--- config.mk ---
export PLATFORM = sky130hd
export DESIGN_NAME = bict_match
export DESIGN_NICKNAME = d
export VERILOG_FILES = /design/src/rtl/core/bict_pkg.sv /design/src/rtl/core/bict_match.sv
export SDC_FILE = /design/constraint.sdc
export NUM_CORES = 1
export LEC_CHECK = 0
export ABC_AREA = 1
export BUFFER_PORTS_ARGS = -buffer_cell sky130_fd_sc_hd__buf_2
export CAP_MARGIN = 20
export CELL_PAD_IN_SITES_DETAIL_PLACEMENT = 1
export CELL_PAD_IN_SITES_GLOBAL_PLACEMENT = 1
export CORE_MARGIN = 2
export CORE_UTILIZATION = 20
export DETAILED_ROUTE_END_ITERATION = 10
export PLACE_DENSITY = 0.77
export SYNTH_ARGS = -nofsm -noshare
export SYNTH_HDL_FRONTEND = slang
export SYNTH_SLANG_ARGS = --single-unit
--- constraint.sdc ---
create_clock -name vclk -period 1.2
set_input_delay 0.24 -clock vclk [all_inputs]
set_output_delay 0.24 -clock vclk [all_outputs]
set_load 0.05 [all_outputs]
--- src/rtl/core/bict_pkg.sv ---
// Package for the booking interval conflict table.
// Holds the table geometry, the entry layout, status codes and sequencer states.
// No dependencies.
package bict_pkg;

  localparam int TABLE_DEPTH = 32;
  localparam int CNT_W = 6;
  localparam int IDX_W = (TABLE_DEPTH > 1) ? $clog2(TABLE_DEPTH) : 1;

  localparam int DATE_W = 16;
  localparam int RES_W = 8;
  localparam int MIN_W = 11;

  localparam int LAST_HOUR = 23;
  localparam int LAST_MIN = 59;
  localparam int MINS_PER_HOUR = 60;
  localparam int MAX_MINUTE = LAST_HOUR * MINS_PER_HOUR + LAST_MIN;

  localparam logic KIND_CONFLICT = 1'b0;
  localparam logic KIND_FINAL = 1'b1;

  typedef enum logic [1:0] {
    ST_CLEAN    = 2'd0,
    ST_CONFLICT = 2'd1,
    ST_FULL     = 2'd2,
    ST_INVALID  = 2'd3
  } status_t;

  typedef struct packed {
    logic [DATE_W-1:0] date;
    logic [RES_W-1:0]  resource;
    logic [MIN_W-1:0]  start;
    logic [MIN_W-1:0]  stop;
  } booking_t;

  localparam int ENTRY_W = $bits(booking_t);

  typedef struct packed {
    booking_t entry;
    booking_t request;
  } match_req_t;

  typedef enum logic [2:0] {
    S_IDLE,
    S_CHECK,
    S_SCAN_RD,
    S_SCAN_CMP,
    S_WRITE,
    S_FINAL
  } state_t;

endpackage

--- src/rtl/core/bict_match.sv ---
// Shared overlap comparator used once per scanned table entry.
// Depends on bict_pkg for the entry layout.
module bict_match
  import bict_pkg::*;
(
  input  match_req_t req,
  output logic       hit
);

  // Same date and resource, and the half-open intervals overlap.
  assign hit = (req.entry.date == req.request.date)
            && (req.entry.resource == req.request.resource)
            && (req.entry.start < req.request.stop)
            && (req.request.start < req.entry.stop);

endmodule

-- Word-level counts from Yosys, hierarchy flattened
Cells that the tools add are included.
- order comparisons: 2
- equal/unequal tests: 2
- reductions and logical operators: 3
- operator list (kind ; number):
    11-bit less-than comparator ; 2
    16-bit equality test ; 1
    8-bit equality test ; 1
    1-bit logical AND ; 3
- bits in registers: 0
- output and inout port bits: 1
- input port bits: 92
- logic and storage cells: 7

-- Longest topological paths before layout
- depth in word-level cells: 4
- depth in mapped cells: 11
- depth with buffers taken out: 11

-- Worst setup path after synthesis
Ideal clock, no wire load.
- path kind: input to output
- start point: input req[54] (netlist bit)
- end point: output hit
- stages: 9
- path slack: -0.660 ns
- arrival time: 1.620 ns
- cells stage by stage: inv_1 > ha_1 > nand2_1 > inv_1 > o21bai_1 > nand3b_1 > nor2_1 > nand3_1 > nor2_1
- cells in the longest elaborated chain, start to end: 2
- RTL lines (what ; line ; RTL):
    start: declaration ; bict_match.sv:6 ; input match_req_t req,
    11-bit less-than comparator ; bict_match.sv:14 ; && (req.request.start < req.entry.stop);
    1-bit logical AND ; bict_match.sv:14 ;
    end: declaration ; bict_match.sv:7 ; output logic hit
No other way between the ends.

-- Worst setup path in the final report
- start point: input req[2] (netlist bit)
- end point: output hit
- cells in the longest elaborated chain, start to end: 3
- RTL lines (what ; line ; RTL):
    11-bit less-than comparator ; bict_match.sv:13 ; && (req.entry.start < req.request.stop)
    1-bit logical AND ; bict_match.sv:13 ;
    1-bit logical AND ; bict_match.sv:14 ;
No other way between the ends.

==> insert_results.sql <==
INSERT INTO impl_metrics (metric_group, metric, value, unit) VALUES
('run', 'drv_cap', '0', ''),
('sta', 'postLayoutSetupSlackWorst', '-365', 'ps'),
('global_routing', 'grt_max_degree', '4', ''),
('logic_synthesis', 'synth_cells', '200', ''),
('placed_design', 'place_congestion', '0.764', ''),
('status', 'run_status', 'complete, but fails checks', ''),
('cells_and_area', 'antenna_cells', '0', ''),
('cells_and_area', 'fin_cells', '360', ''),
('sta', 'finalHoldViolCount', '0', ''),
('detailed_routing', 'drt-total-wl', '3500', 'um'),
('worst_hold_path', 'hold_path_class', 'in2out', ''),
('placed_design', 'hpwl_after_detailed_placement', '3170', 'um'),
('critical_path', 'required', '960', 'ps'),
('cells_and_area', 'leading_cell_type_in_the_layout_fill_and_taps_excluded', 'sky130_fd_sc_hd__buf_2', ''),
('die', 'floorplan.initialDensity', '20.7', '%'),
('power', 'cellLeakagePower', '1.10', 'nW'),
('sta', 'final-max-slew-violation-count', '0', ''),
('die', 'design.die.area', '0.00547', 'mm^2'),
('clock_tree', 'post_cts.repair.setup_buffers', '0', ''),
('die', 'die_h', '73.9', 'um'),
('critical_path', 'startpoint_type', 'input pin', ''),
('placed_design', 'placed_area', '0.00162', 'mm^2'),
('cells_and_area', 'n_clock_buffer', '0', ''),
('detailed_routing', 'dr.pass1.iters', '2', ''),
('global_routing', 'grt_overflow_total', '0', ''),
('cells_and_area', 'numnets_final', '407', ''),
('placed_design', 'dp_slack', '-585', 'ps'),
('logic_synthesis', 'synth_cell_types', '12', ''),
('die', 'placement_rows', '25', ''),
('logic_synthesis', 'syn-num-nets', '312', ''),
('sta', 'worst_pin_slew', '166', 'ps'),
('detailed_routing', 'average_via_count_per_standard_cell', '4.07', ''),
('sta', 'relSlewSlack', '88.9', '%'),
('global_routing', 'highest_utilization_routing_layer_at_the_global_route_stage', 'met2', ''),
('logic_synthesis', 'netlist_area', '978', 'um^2'),
('sta', 'fmax', '639', 'MHz'),
('detailed_routing', 'detail_route.wl_per_cell', '9.71', 'um'),
('global_routing', 'grt_util_met1', '13.9', '%'),
('power', 'power_density', '291', 'mW/mm^2'),
('die', 'pin_count', '93', ''),
('power', 'worst_voltage_drop_across_the_vdd_grid', '76.1', 'uV'),
('power', 'power', '0.511', 'mW'),
('global_routing', 'global_route_wire_length_before_repair', '5400', 'um'),
('critical_path', 'critPathKind', 'in2out', ''),
('cells_and_area', 'fin_area', '0.00176', 'mm^2'),
('detailed_routing', 'drt_first_iter_violations', '12', ''),
('cells_and_area', 'area_delta_synth_final', '79.7', '%'),
('die', 'dieWidth', '73.9', 'um'),
('global_routing', 'first_global_vias', '1419', ''),
('global_routing', 'number_of_antenna_violations_at_the_first_check_in_global_routing', '0', ''),
('placed_design', 'post-place-cells', '360', ''),
('cells_and_area', 'mostFrequentLayoutCells', 'sky130_fd_sc_hd__buf_2 (88), sky130_fd_sc_hd__nand2_1 (65), sky130_fd_sc_hd__inv_1 (50)', ''),
('placed_design', 'place.port_buffers', '93', ''),
('sta', 'final-setup-viol-count', '1', ''),
('global_routing', 'met2_usage', '23.8', '%'),
('logic_synthesis', 'synth.yosys.seq_area_share', '0', '%'),
('detailed_routing', 'via_count', '1464', ''),
('sta', 'setup_repair_after_global_routing_missed_its_margin', 'yes', ''),
('status', 'violations', 'negative setup slack', ''),
('logic_synthesis', 'synth.yosys.warnings', '0', ''),
('cells_and_area', 'drive_above_1_share', '42.7', '%'),
('global_routing', 'met3_resource_use_gr', '2.03', '%'),
('logic_synthesis', 'synth_area_per_cell', '4.89', 'um^2'),
('clock_tree', 'number_of_hold_buffers_added_after_cts', '0', ''),
('detailed_routing', 'drc', '0', ''),
('critical_path', 'data_arrival_time_of_the_worst_path', '1330', 'ps'),
('critical_path', 'worst_setup_path_end_kind', 'output port', ''),
('cells_and_area', 'design.seq.count', '0', ''),
('detailed_routing', 'antenna_violating_nets_left', '0', ''),
('die', 'core-area', '0.00472', 'mm^2'),
('global_routing', 'groute.usage.overall', '11.9', '%'),
('cells_and_area', 'final-seq-area', '0', 'um^2'),
('sta', 'period_needed', '1570', 'ps'),
('sta', 'fin_crit_sh', '130', '%'),
('critical_path', 'worstPathMaxFanout', '2', '');
## cells in the mapped netlist, drive strengths merged
cell    number  share of area, %
nor2        22               8.4
nand3        5               2.6
nand3b       2               1.5
inv         58                22
ha          20                26
nand2       69                26
o21ai       14               7.2
xor2         1              0.90
o21bai       1              0.77
a21oi        6               3.1
nand4        2               1.3
## path summary, 6_finish.rpt
| check | from | end | slack, ps | depth (start not counted) |
|---|---|---|---|---|
| worst max-delay path | req[2] | hit | -370 | 9 |
| worst min-delay path | req[89] | hit | 990 | 7 |
## cell families (layout without fill, tap and decap cells)
family / count (synthesis) / count (layout) / synth area share (%)
AO/OA/AOI/OAI: 21 / 21 / 11.0
XOR/XNOR: 1 / 1 / 0.895
buffers and inverters: 58 / 151 / 22.3
AND/OR/NAND/NOR: 100 / 100 / 40.3
adder cells (fa/ha/maj): 20 / 20 / 25.6
## worst max-delay path: stages
cell	delay, ps
sky130_fd_sc_hd__buf_2	110
sky130_fd_sc_hd__inv_1	90
sky130_fd_sc_hd__ha_4	210
sky130_fd_sc_hd__a21oi_2	100
sky130_fd_sc_hd__nand2_1	60
sky130_fd_sc_hd__nand3_1	80
sky130_fd_sc_hd__nand4_1	130
sky130_fd_sc_hd__nor2_4	140
sky130_fd_sc_hd__buf_8	150
## cell type report
type | instances | area, um^2
Fill cell | 667 | 2970
Multi-Input combinational cell | 142 | 935
Timing Repair Buffer | 93 | 504
Inverter | 58 | 235
Tap cell | 67 | 83.8
## power by group
| group | switching, mW | total (mW) | internal (mW) |
|---|---|---|---|
| Sequential | 0 | 0 | 0 |
| Combinational | 0.241 | 0.511 | 0.270 |
| Clock | 0 | 0 | 0 |
| Total | 0.241 | 0.511 | 0.270 |
## layer usage
layer	share of wire, %	routed length, um	vias up
li1	-	-	781
met4	0	0	0
met1	39	1380	630
met3	8.5	298	0
met5	0	0	-
met2	52	1820	53
## metrics by stage
step / setup TNS (ps) / hold WS (ps) / utilization (%)
after floorplan: -270 / 764 / -
after CTS: -399 / 1010 / 35.8
after global placement: -561 / 1040 / 34.3
after detailed placement: -585 / 1040 / 34.3
after global routing: -451 / 1040 / 37.2
final: -365 / 990 / 37.2
## repair_timing
action,4_1_cts,5_1_grt
cloned,0,0
endpoints found under the setup margin,1,1
pin swaps,14,7
resized for setup,14,17
No activity file was read; power rests on OpenSTA's default activity.
