[config.mk]
export PLATFORM = sky130hd
export DESIGN_NAME = bict_ram
export DESIGN_NICKNAME = d
export VERILOG_FILES = /design/src/rtl/core/bict_ram.sv
export SDC_FILE = /design/constraint.sdc
export NUM_CORES = 1
export LEC_CHECK = 0
export BUFFER_PORTS_ARGS = -buffer_cell sky130_fd_sc_hd__buf_2
export CAP_MARGIN = 15
export CORE_MARGIN = 2
export CORE_UTILIZATION = 30
export DETAILED_ROUTE_END_ITERATION = 8
export GPL_TIMING_DRIVEN = 0
export PLACE_DENSITY_LB_ADDON = 0.15
export SLEW_MARGIN = 20
export SYNTH_ARGS = -nofsm -noshare
export SYNTH_HDL_FRONTEND = slang
export SYNTH_SLANG_ARGS = --single-unit
[constraint.sdc]
create_clock -name clk -period 2 [get_ports clk]
set_input_delay 0.4 -clock clk [delete_from_list [all_inputs] [get_ports clk]]
set_output_delay 0.4 -clock clk [all_outputs]
set_load 0.02 [all_outputs]
[src/rtl/core/bict_ram.sv]
// Generic single-write, single-read RAM with registered read data.
// No dependencies.
module bict_ram #(
  parameter int WIDTH = 8,
  parameter int DEPTH = 16
) (
  input  logic                                   clk,
  input  logic                                   wr_en,
  input  logic [((DEPTH > 1) ? $clog2(DEPTH) : 1)-1:0] wr_addr,
  input  logic [WIDTH-1:0]                       wr_data,
  input  logic                                   rd_en,
  input  logic [((DEPTH > 1) ? $clog2(DEPTH) : 1)-1:0] rd_addr,
  output logic [WIDTH-1:0]                       rd_data
);

  logic [WIDTH-1:0] mem [DEPTH];

  always_ff @(posedge clk) begin
    if (wr_en) begin
      mem[wr_addr] <= wr_data;
    end
    if (rd_en) begin
      rd_data <= mem[rd_addr];
    end
  end

endmodule

==> After elaboration in Yosys (flattened, before gate mapping) <==
Memory sizes are Yosys's and may differ from the RTL's. A register that Yosys moved wholly into a read port is not among the register bits.
Cells that the tools add are included.
{ "totals": {"inputBits": 19, "ff_bits": 0, "n_memories": 1, "mem_bits_rw": 128, "word_cells": 3} }
{ "mem_list": {"columns": ["name", "depth", "width", "rd", "rd_clocked_by_memory_dff", "wr", "line", "source"], "rows": [
  ["mem", 16, 8, 1, 1, 1, "16", "logic [WIDTH-1:0] mem [DEPTH];"]
]} }
{ "op_classes": {"mux": 2} }
{ "op_table": {"columns": ["operator", "n"], "rows": [
  ["two-way mux 1 bit", 2]
]} }

==> Depth between registers and ports, before layout <==
Gate-level depths: netlist (run 1).
{ "depth": {"depth_word": 2, "depth_mapped": 5, "mapped_depth_nobuf": 3} }

==> Worst setup path after synthesis (run 1) <==
No wires, ideal clock.
{ "synth_timing": {"path_type": "input -> register", "start": "input wr_addr[2] in the netlist's numbering", "end": "memory mem[0][0], enable pin", "cell_stages": 2, "slack_ps": 107, "required_ps": 1617, "path_buffers": 0, "arrival_ps": 1510, "cell_sequence": "or3b_2 > nor3_1"} }
{ "synth_rtl": {"columns": ["element", "line", "source"], "rows": [
  ["start: declaration", "9", "input logic [((DEPTH > 1) ? $clog2(DEPTH) : 1)-1:0] wr_addr,"],
  ["end: declaration", "16", null]
]} }
Straight into the memory's write port.

==> Worst setup path after layout (run 1) <==
{ "layout_timing": {"start": "input wr_addr[2] in the netlist's numbering", "end": "memory mem[3][0], enable pin"} }
Straight into the memory's write port.

==> impl_summary.log, run 1 <==
INFO  metric fp.dieArea = 0.0185 sq mm
INFO  metric comb_power_share = 4.9%
INFO  metric globalplace.congestion = 0.686
INFO  metric p_total = 6.68 mW
INFO  metric switching_power = 1.29 mW
INFO  metric timing.hold.worst_path_depth = 1
INFO  metric rows = 48
INFO  metric grt_start_max_net_pins = 17
INFO  metric timing_worst_setup_path_type = input port to flip-flop
INFO  metric n_antenna_cell = 0
INFO  metric initial_utilization = 30.4%
INFO  metric tightestPinTransition = 0.884 ns
INFO  metric p_int = 5.39 mW
INFO  metric drt_drc_violations_left = 0
INFO  metric most_common_library_cell_in_the_layout_ignoring_fill_and_taps = sky130_fd_sc_hd__edfxtp_1
INFO  metric dp_hpwl = 6.92 mm
INFO  metric p_per_area = 1070 mW/mm^2
INFO  metric drt-pass1-iter-count = 6
INFO  metric p_leak = 2.05 nW
INFO  metric cts_post_setup_buffers_inserted = 0
INFO  metric cell_at_the_root_of_the_clock_tree = sky130_fd_sc_hd__clkbuf_16
INFO  metric yosysUniqueCellTypes = 18
INFO  metric grt_pass1_vias = 2426
INFO  metric cts-resized-gates = 0
INFO  metric r2r_end = rd_data[7]$_DFFE_PP_
INFO  metric holdCritStartpoint = rd_en
INFO  metric grt_first_pass_wirelength = 15.5 mm
INFO  metric syn2layout_area_growth = 19.6%
INFO  metric grt_remaining_overflow = 0
INFO  metric final_design_area_no_fill = 0.00625 sq mm
INFO  metric groute.usage.overall = 12.6%
INFO  metric crit_required = 2.03 ns
INFO  metric timing.final.ws_setup = 0.265 ns
INFO  metric power.share.switching = 19.4%
INFO  metric final_antenna_violating_net_count = 0
INFO  metric fp.coreArea = 0.0172 sq mm
INFO  metric insertion_delay = 0.41 ns
INFO  metric worst_slew_margin = 40.9%
INFO  metric start_kind = input port
INFO  metric timing.rr.start = mem[7][7]$_DFFE_PP_
INFO  metric synth_sequential_area_ratio = 78.1%
INFO  metric routedWlPerCell = 21.0 microns
INFO  metric detailroute.via_count = 2352
INFO  metric pre_cts_ws = -0.176 ns
INFO  metric clock_tree_from_tritoncts = built
INFO  metric mappedNetlistArea = 0.00523 sq mm
INFO  metric postPlaceCellArea = 0.00566 sq mm
INFO  metric report.final.hold_viol_count = 0
INFO  metric level_count_of_the_clock_h_tree = 4
INFO  metric final_core_util = 36.4%
INFO  metric x_dimension_of_the_die = 136 microns
INFO  metric nNetsFinal = 293
INFO  metric cts_buffers = 17
INFO  metric setup-violations-final = 0
INFO  metric finalCritPeriodShare = 86.8%
INFO  metric maxCapViolCount = 0
INFO  metric ctsLongestPathBuffers = 2
INFO  metric wire_length_reported_by_the_detailed_router = 10.7 mm
INFO  metric seq_power_share = 48.3%
INFO  metric synthesis.nets = 248
INFO  metric path_clk_slew = 0.06 ns
INFO  metric clock_sinks = 136
INFO  metric rsz0062_at_grt = no
INFO  metric max_freq = 0.576 GHz
INFO  metric finalWorstPathRequiredPeriod = 1.74 ns
INFO  metric setup.worst_path.end_class = flip-flop
INFO  metric post-synth-top-area-fraction = 78.1%
INFO  metric drive_above_1_share = 29.4%
INFO  metric number_of_ports_placed_on_the_die_boundary = 27
INFO  metric port-buffer-count = 25
INFO  metric via_per_inst = 4.60
INFO  metric finish.cell_count_without_fillers = 511
INFO  metric worstPathArrival = 1.77 ns
INFO  metric placedCellCount = 480
INFO  metric syn_area_per_cell = 22.8 sq um
INFO  metric synthCells = 229
INFO  metric hold_path_class = input port to flip-flop
INFO  metric yosysWarningCount = 0
INFO  metric outcome = complete, no violations
INFO  metric layout.cells.most_common_list = 136 x sky130_fd_sc_hd__edfxtp_1, 28 x sky130_fd_sc_hd__buf_2, 18 x sky130_fd_sc_hd__mux4_2, 17 x sky130_fd_sc_hd__clkbuf_16, 16 x sky130_fd_sc_hd__a22oi_1
INFO  metric dieHeight = 136 microns
INFO  metric synth.ff_latch_count = 136
INFO  metric whs_endpoint = rd_data[3]$_DFFE_PP_
INFO  metric setup.reg_to_reg.worst_slack = 0.43 ns
INFO  metric synth_area_leaders = sky130_fd_sc_hd__edfxtp_1 78%, sky130_fd_sc_hd__mux4_2 7.8%, sky130_fd_sc_hd__mux4_1 7.0%, sky130_fd_sc_hd__a22oi_1 2.3%, sky130_fd_sc_hd__nor2_1 0.93%
INFO  metric ff2ff_path_depth = 3
INFO  metric share_clk_of_total_power = 46.9%
INFO  metric synth_top_area_cell = sky130_fd_sc_hd__edfxtp_1
INFO  metric clock_skew = 0.00520 ns
INFO  metric vdd_drop_max = 0.000590 V
INFO  metric antenna_found_initial = 0
INFO  metric cts_hold_fix_bufs = 0
INFO  metric drv_slew = 0
INFO  metric critical_path_peak_fanout = 8
INFO  metric detail_route.iter0.violations = 272
[stage by stage]
| stage | setup TNS, ns | hold slack [ns] |
|---|---|---|
| after global placement | -12.04 | 0.740 |
| after CTS | 0 | 0.306 |
| after floorplan | 0 | 0.499 |
| after detailed placement | -3.67 | 0.743 |
| final | 0 | 0.323 |
| after global routing | 0 | 0.317 |
[power groups by stage]
stage | logic, mW | registers [mW] | clock network, mW
after floorplan | 0.162 | 3.30 | 0
after global placement | 0.328 | 3.28 | 0
after detailed placement | 0.334 | 3.28 | 0
after CTS | 0.335 | 3.23 | 3.19
after global routing | 0.352 | 3.23 | 3.31
final | 0.326 | 3.23 | 3.13
[registers in the layout, summed over array words and instances (netlist names)]
name,cells
mem,128
rd_data,8
[cells in the mapped netlist, drive strengths merged]
cell           count
nor3               4
nand3              1
clkdlybuf4s25      3
or3b               1
nand2              9
and2               1
buf                7
nor2b              1
edfxtp           136
nand3b             2
a22oi             16
nor2              13
nand2b             2
and2b              1
mux4              32
[layer usage]
metal / global-route usage, % / wire [microns] / vias to the layer above
met5: 0 / 0 / -
met4: 5.73 / 156 / 0
met3: 3.65 / 370 / 6
met2: 19.1 / 5150 / 44
met1: 16.8 / 5050 / 1231
li1: - / - / 1071
[critical path, stage by stage]
cell and delay [ns]:
sky130_fd_sc_hd__buf_2 0.12, sky130_fd_sc_hd__or3b_2 0.54, sky130_fd_sc_hd__nor2_1 0.70
[how the worst max path moves through the flow]
stage | from | slack, ns | cells after the start | to
floorplan | wr_addr[2] | 0.11 | 2 | mem[0][0]$_DFFE_PP_
global placement | wr_addr[2] | -0.51 | 3 | mem[0][0]$_DFFE_PP_
detailed placement | wr_addr[2] | -0.18 | 3 | mem[3][0]$_DFFE_PP_
CTS | wr_addr[2] | 0.26 | 3 | mem[3][0]$_DFFE_PP_
global route | wr_addr[2] | 0.21 | 3 | mem[3][2]$_DFFE_PP_
finish | wr_addr[2] | 0.26 | 3 | mem[3][0]$_DFFE_PP_
[kinds of logic (layout without fill, tap and decap cells)]
| logic type | Yosys count | after routing | share of synthesized area (%) |
|---|---|---|---|
| multiplexers | 32 | 32 | 14.8 |
| buffers and inverters | 10 | 67 | 1.65 |
| AO/OA/AOI/OAI | 16 | 16 | 2.30 |
| AND/OR/NAND/NOR | 35 | 35 | 3.14 |
| flip-flops | 136 | 136 | 78.1 |
[cell type report]
cell class / instances / area [sq um]
buffer: 10 / 86.3
clock buffer: 19 / 433
clock inverter: 12 / 158
fill: 1640 / 10900
multi-input combinational: 83 / 1080
sequential: 136 / 4080
tap: 225 / 282
timing repair buffer: 26 / 133
Note: power is estimated with default switching activity, not from simulation.
==> inputs of run 2 (changes only) <==
PLACE_DENSITY = 0.51   (was unset)
PLACE_DENSITY_LB_ADDON = unset   (was 0.15)
==> run 2 against run 1 <==
Against the previous run:
- global-route usage decreased by 0.19 points
- hold slack improved by 0.00066 ns
- die area unchanged
- routed wire length decreased by 1.6%
- cell count decreased by 0.20%
- critical endpoint is now mem[3][4]$_DFFE_PP_
- power decreased by 0.79%
- register-to-register slack got worse by 0.13 ns
- count of clock-buffer cells in the layout decreased by 1
- critical path depth unchanged
==> impl_summary.log, run 2 (synthesis results as in run 1) <==
INFO  metric crit_family = simple AND/OR/NAND/NOR gates
INFO  metric worst_slew_margin = 41.1% (+0.26 points)
INFO  metric wire_length_reported_by_the_detailed_router = 10.6 mm (-1.6%)
INFO  metric hold_path_class = input port to flip-flop
INFO  metric grt_first_pass_wirelength = 15.6 mm (+0.48%)
INFO  metric fp.coreArea = 0.0172 sq mm (unchanged)
INFO  metric fp.dieArea = 0.0185 sq mm (unchanged)
INFO  metric cell_at_the_root_of_the_clock_tree = sky130_fd_sc_hd__clkbuf_16
INFO  metric number_of_ports_placed_on_the_die_boundary = 27 (unchanged)
INFO  metric timing_worst_setup_path_type = input port to flip-flop
INFO  metric final_antenna_violating_net_count = 0 (unchanged)
INFO  metric groute.usage.overall = 12.4% (-0.19 points)
INFO  metric leading_registers_by_flop_count = mem: 128 flops, rd_data: 8 flops
INFO  metric detail_route.iter0.violations = 204 (-25%)
INFO  metric crit_required = 2.04 ns (about the same)
INFO  metric timing.hold.worst_path_depth = 1 (unchanged)
INFO  metric drv_slew = 0 (unchanged)
INFO  metric x_dimension_of_the_die = 136 microns (unchanged)
INFO  metric max_freq = 0.585 GHz (+1.5%)
INFO  metric cp_num_buf_inv = 1 (unchanged)
INFO  metric grt_pass1_vias = 2440 (+0.58%)
INFO  metric vdd_drop_max = 0.000708 V (+20%)
INFO  metric antenna_found_initial = 0 (unchanged)
INFO  metric globalplace.congestion = 0.769 (+12%)
INFO  metric syn2layout_area_growth = 19.3%
INFO  metric initial_utilization = 30.4% (unchanged)
INFO  metric timing.final.ws_setup = 0.291 ns (+0.0262 ns)
INFO  metric drt-pass1-iter-count = 4 (-2)
INFO  metric nNetsFinal = 292 (-0.34%)
INFO  metric via_per_inst = 4.65 (+1.0%)
INFO  metric p_per_area = 1060 mW/mm^2 (-0.57%)
INFO  metric rsz0062_at_grt = no
INFO  metric rows = 48 (unchanged)
INFO  metric p_total = 6.63 mW (-0.79%)
INFO  metric insertion_delay = 0.41 ns (about the same)
INFO  metric cts_hold_fix_bufs = 0 (unchanged)
INFO  metric critical-path-max-stage-delay = 0.69 ns (about the same)
INFO  metric clock_sinks = 136 (unchanged)
INFO  metric most_common_library_cell_in_the_layout_ignoring_fill_and_taps = sky130_fd_sc_hd__edfxtp_1
INFO  metric pre_cts_ws = -0.135 ns (+0.0410 ns)
INFO  metric grt_start_max_net_pins = 17 (unchanged)
INFO  metric crit_path_top_delay_cell = sky130_fd_sc_hd__nor2_1
INFO  metric drt_drc_violations_left = 0 (unchanged)
INFO  metric start_kind = input port
INFO  metric maxCapViolCount = 0 (unchanged)
INFO  metric clock_skew = 0.0116 ns (+0.00643 ns)
INFO  metric ctsLongestPathBuffers = 2 (unchanged)
INFO  metric layout.cells.most_common_list = 136 x sky130_fd_sc_hd__edfxtp_1, 28 x sky130_fd_sc_hd__buf_2, 18 x sky130_fd_sc_hd__mux4_2, 17 x sky130_fd_sc_hd__clkbuf_16, 16 x sky130_fd_sc_hd__a22oi_1
INFO  metric cts_buffers = 17 (unchanged)
INFO  metric finalCritPeriodShare = 85.5% (-1.3 points)
INFO  metric dieHeight = 136 microns (unchanged)
INFO  metric n_antenna_cell = 0 (unchanged)
INFO  metric level_count_of_the_clock_h_tree = 4 (unchanged)
INFO  metric report.final.hold_viol_count = 0 (unchanged)
INFO  metric worstPathArrival = 1.74 ns (-0.03 ns)
INFO  metric p_leak = 2.03 nW (-0.91%)
INFO  metric crit_path_cell_trace = buf_2 -> or3b_2 -> nor2_1
INFO  metric detailroute.via_count = 2372 (+0.85%)
INFO  metric path_clk_slew = 0.06 ns (about the same)
INFO  metric register_containing_the_most_flip_flops_in_the_final_layout = mem
INFO  metric drive_above_1_share = 30.2% (+0.80 points)
INFO  metric tns = 0 ns (unchanged)
INFO  metric setup-violations-final = 0 (unchanged)
INFO  metric largest_reg_flops = 128 (unchanged)
INFO  metric ff2ff_path_depth = 3 (unchanged)
INFO  metric outcome = complete, no violations
INFO  metric setup.worst_path.end_class = flip-flop
INFO  metric grt_remaining_overflow = 0 (unchanged)
INFO  metric dp_hpwl = 6.79 mm (-1.7%)
INFO  metric hold_ws = 0.323 ns (+0.000660 ns)
INFO  metric critical_path_peak_fanout = 8 (unchanged)
INFO  metric cts-resized-gates = 0 (unchanged)
INFO  metric tightestPinTransition = 0.880 ns (-0.00382 ns)
INFO  metric cts_post_setup_buffers_inserted = 0 (unchanged)
INFO  metric worst_path_depth = 3 (unchanged)
INFO  metric clock_tree_from_tritoncts = built
INFO  metric finalWorstPathRequiredPeriod = 1.71 ns (-0.0262 ns)
INFO  metric routedWlPerCell = 20.7 microns (-1.4%)
INFO  metric port-buffer-count = 25 (unchanged)
## run 2: cell types whose count changed in the layout (fill, tap and decap cells not counted), sizes merged
cell      change
buf           -1
clkinvlp      +3
clkinv        -2
inv           +1
bufinv        -1
clkbuf        -1
## run 2: path summary, 6_finish.rpt
kind	startpoint	slack (ns)	endpoint
min	rd_en	0.32	rd_data[7]$_DFFE_PP_
max reg2reg	mem[0][0]$_DFFE_PP_	0.30	rd_data[0]$_DFFE_PP_
min reg2reg	mem[13][2]$_DFFE_PP_	0.76	rd_data[2]$_DFFE_PP_
max	wr_addr[2]	0.29	mem[3][4]$_DFFE_PP_
## run 2: layout make-up
cell class,count,area [sq um]
fillers,1627,10900
multi-input cells,83,1080
well taps,225,282
plain buffers,10,86.3
clock inverters,13,155
flip-flops and latches,136,4080
repair buffers,25,125
clock buffers,18,429
## run 2: layer usage
layer / share of wire [%] / track usage (%) / wire length, microns
met2: 48 / 19.3 / 5030
met3: 5.5 / 3.50 / 579
met5: 0 / 0 / 0
met4: 1.1 / 4.34 / 113
met1: 46 / 16.7 / 4830
## run 2: power by group
part | switching (mW) | internal (mW) | leakage [nW]
Sequential | 0.0126 | 3.21 | 1.24
Combinational | 0.202 | 0.124 | 0.523
Clock | 1.14 | 1.94 | 0.273
Total | 1.35 | 5.28 | 2.03
## run 2: metrics by stage
stage	cell area [sq um]	util, %	std cells
2_1_floorplan	5230	-	229
3_5_place_dp	5650	32.9	479
4_1_cts	6240	36.3	510
5_1_grt	6240	36.3	510
6_report	6240	36.3	510
3_3_place_gp	5630	32.8	479
## run 2: worst reg2reg max path, stage by stage (launching register included)
cell and delay, ns:
sky130_fd_sc_hd__edfxtp_1 0.36, sky130_fd_sc_hd__mux4_1 0.54, sky130_fd_sc_hd__a22oi_1 0.37, sky130_fd_sc_hd__nand2_1 0.15
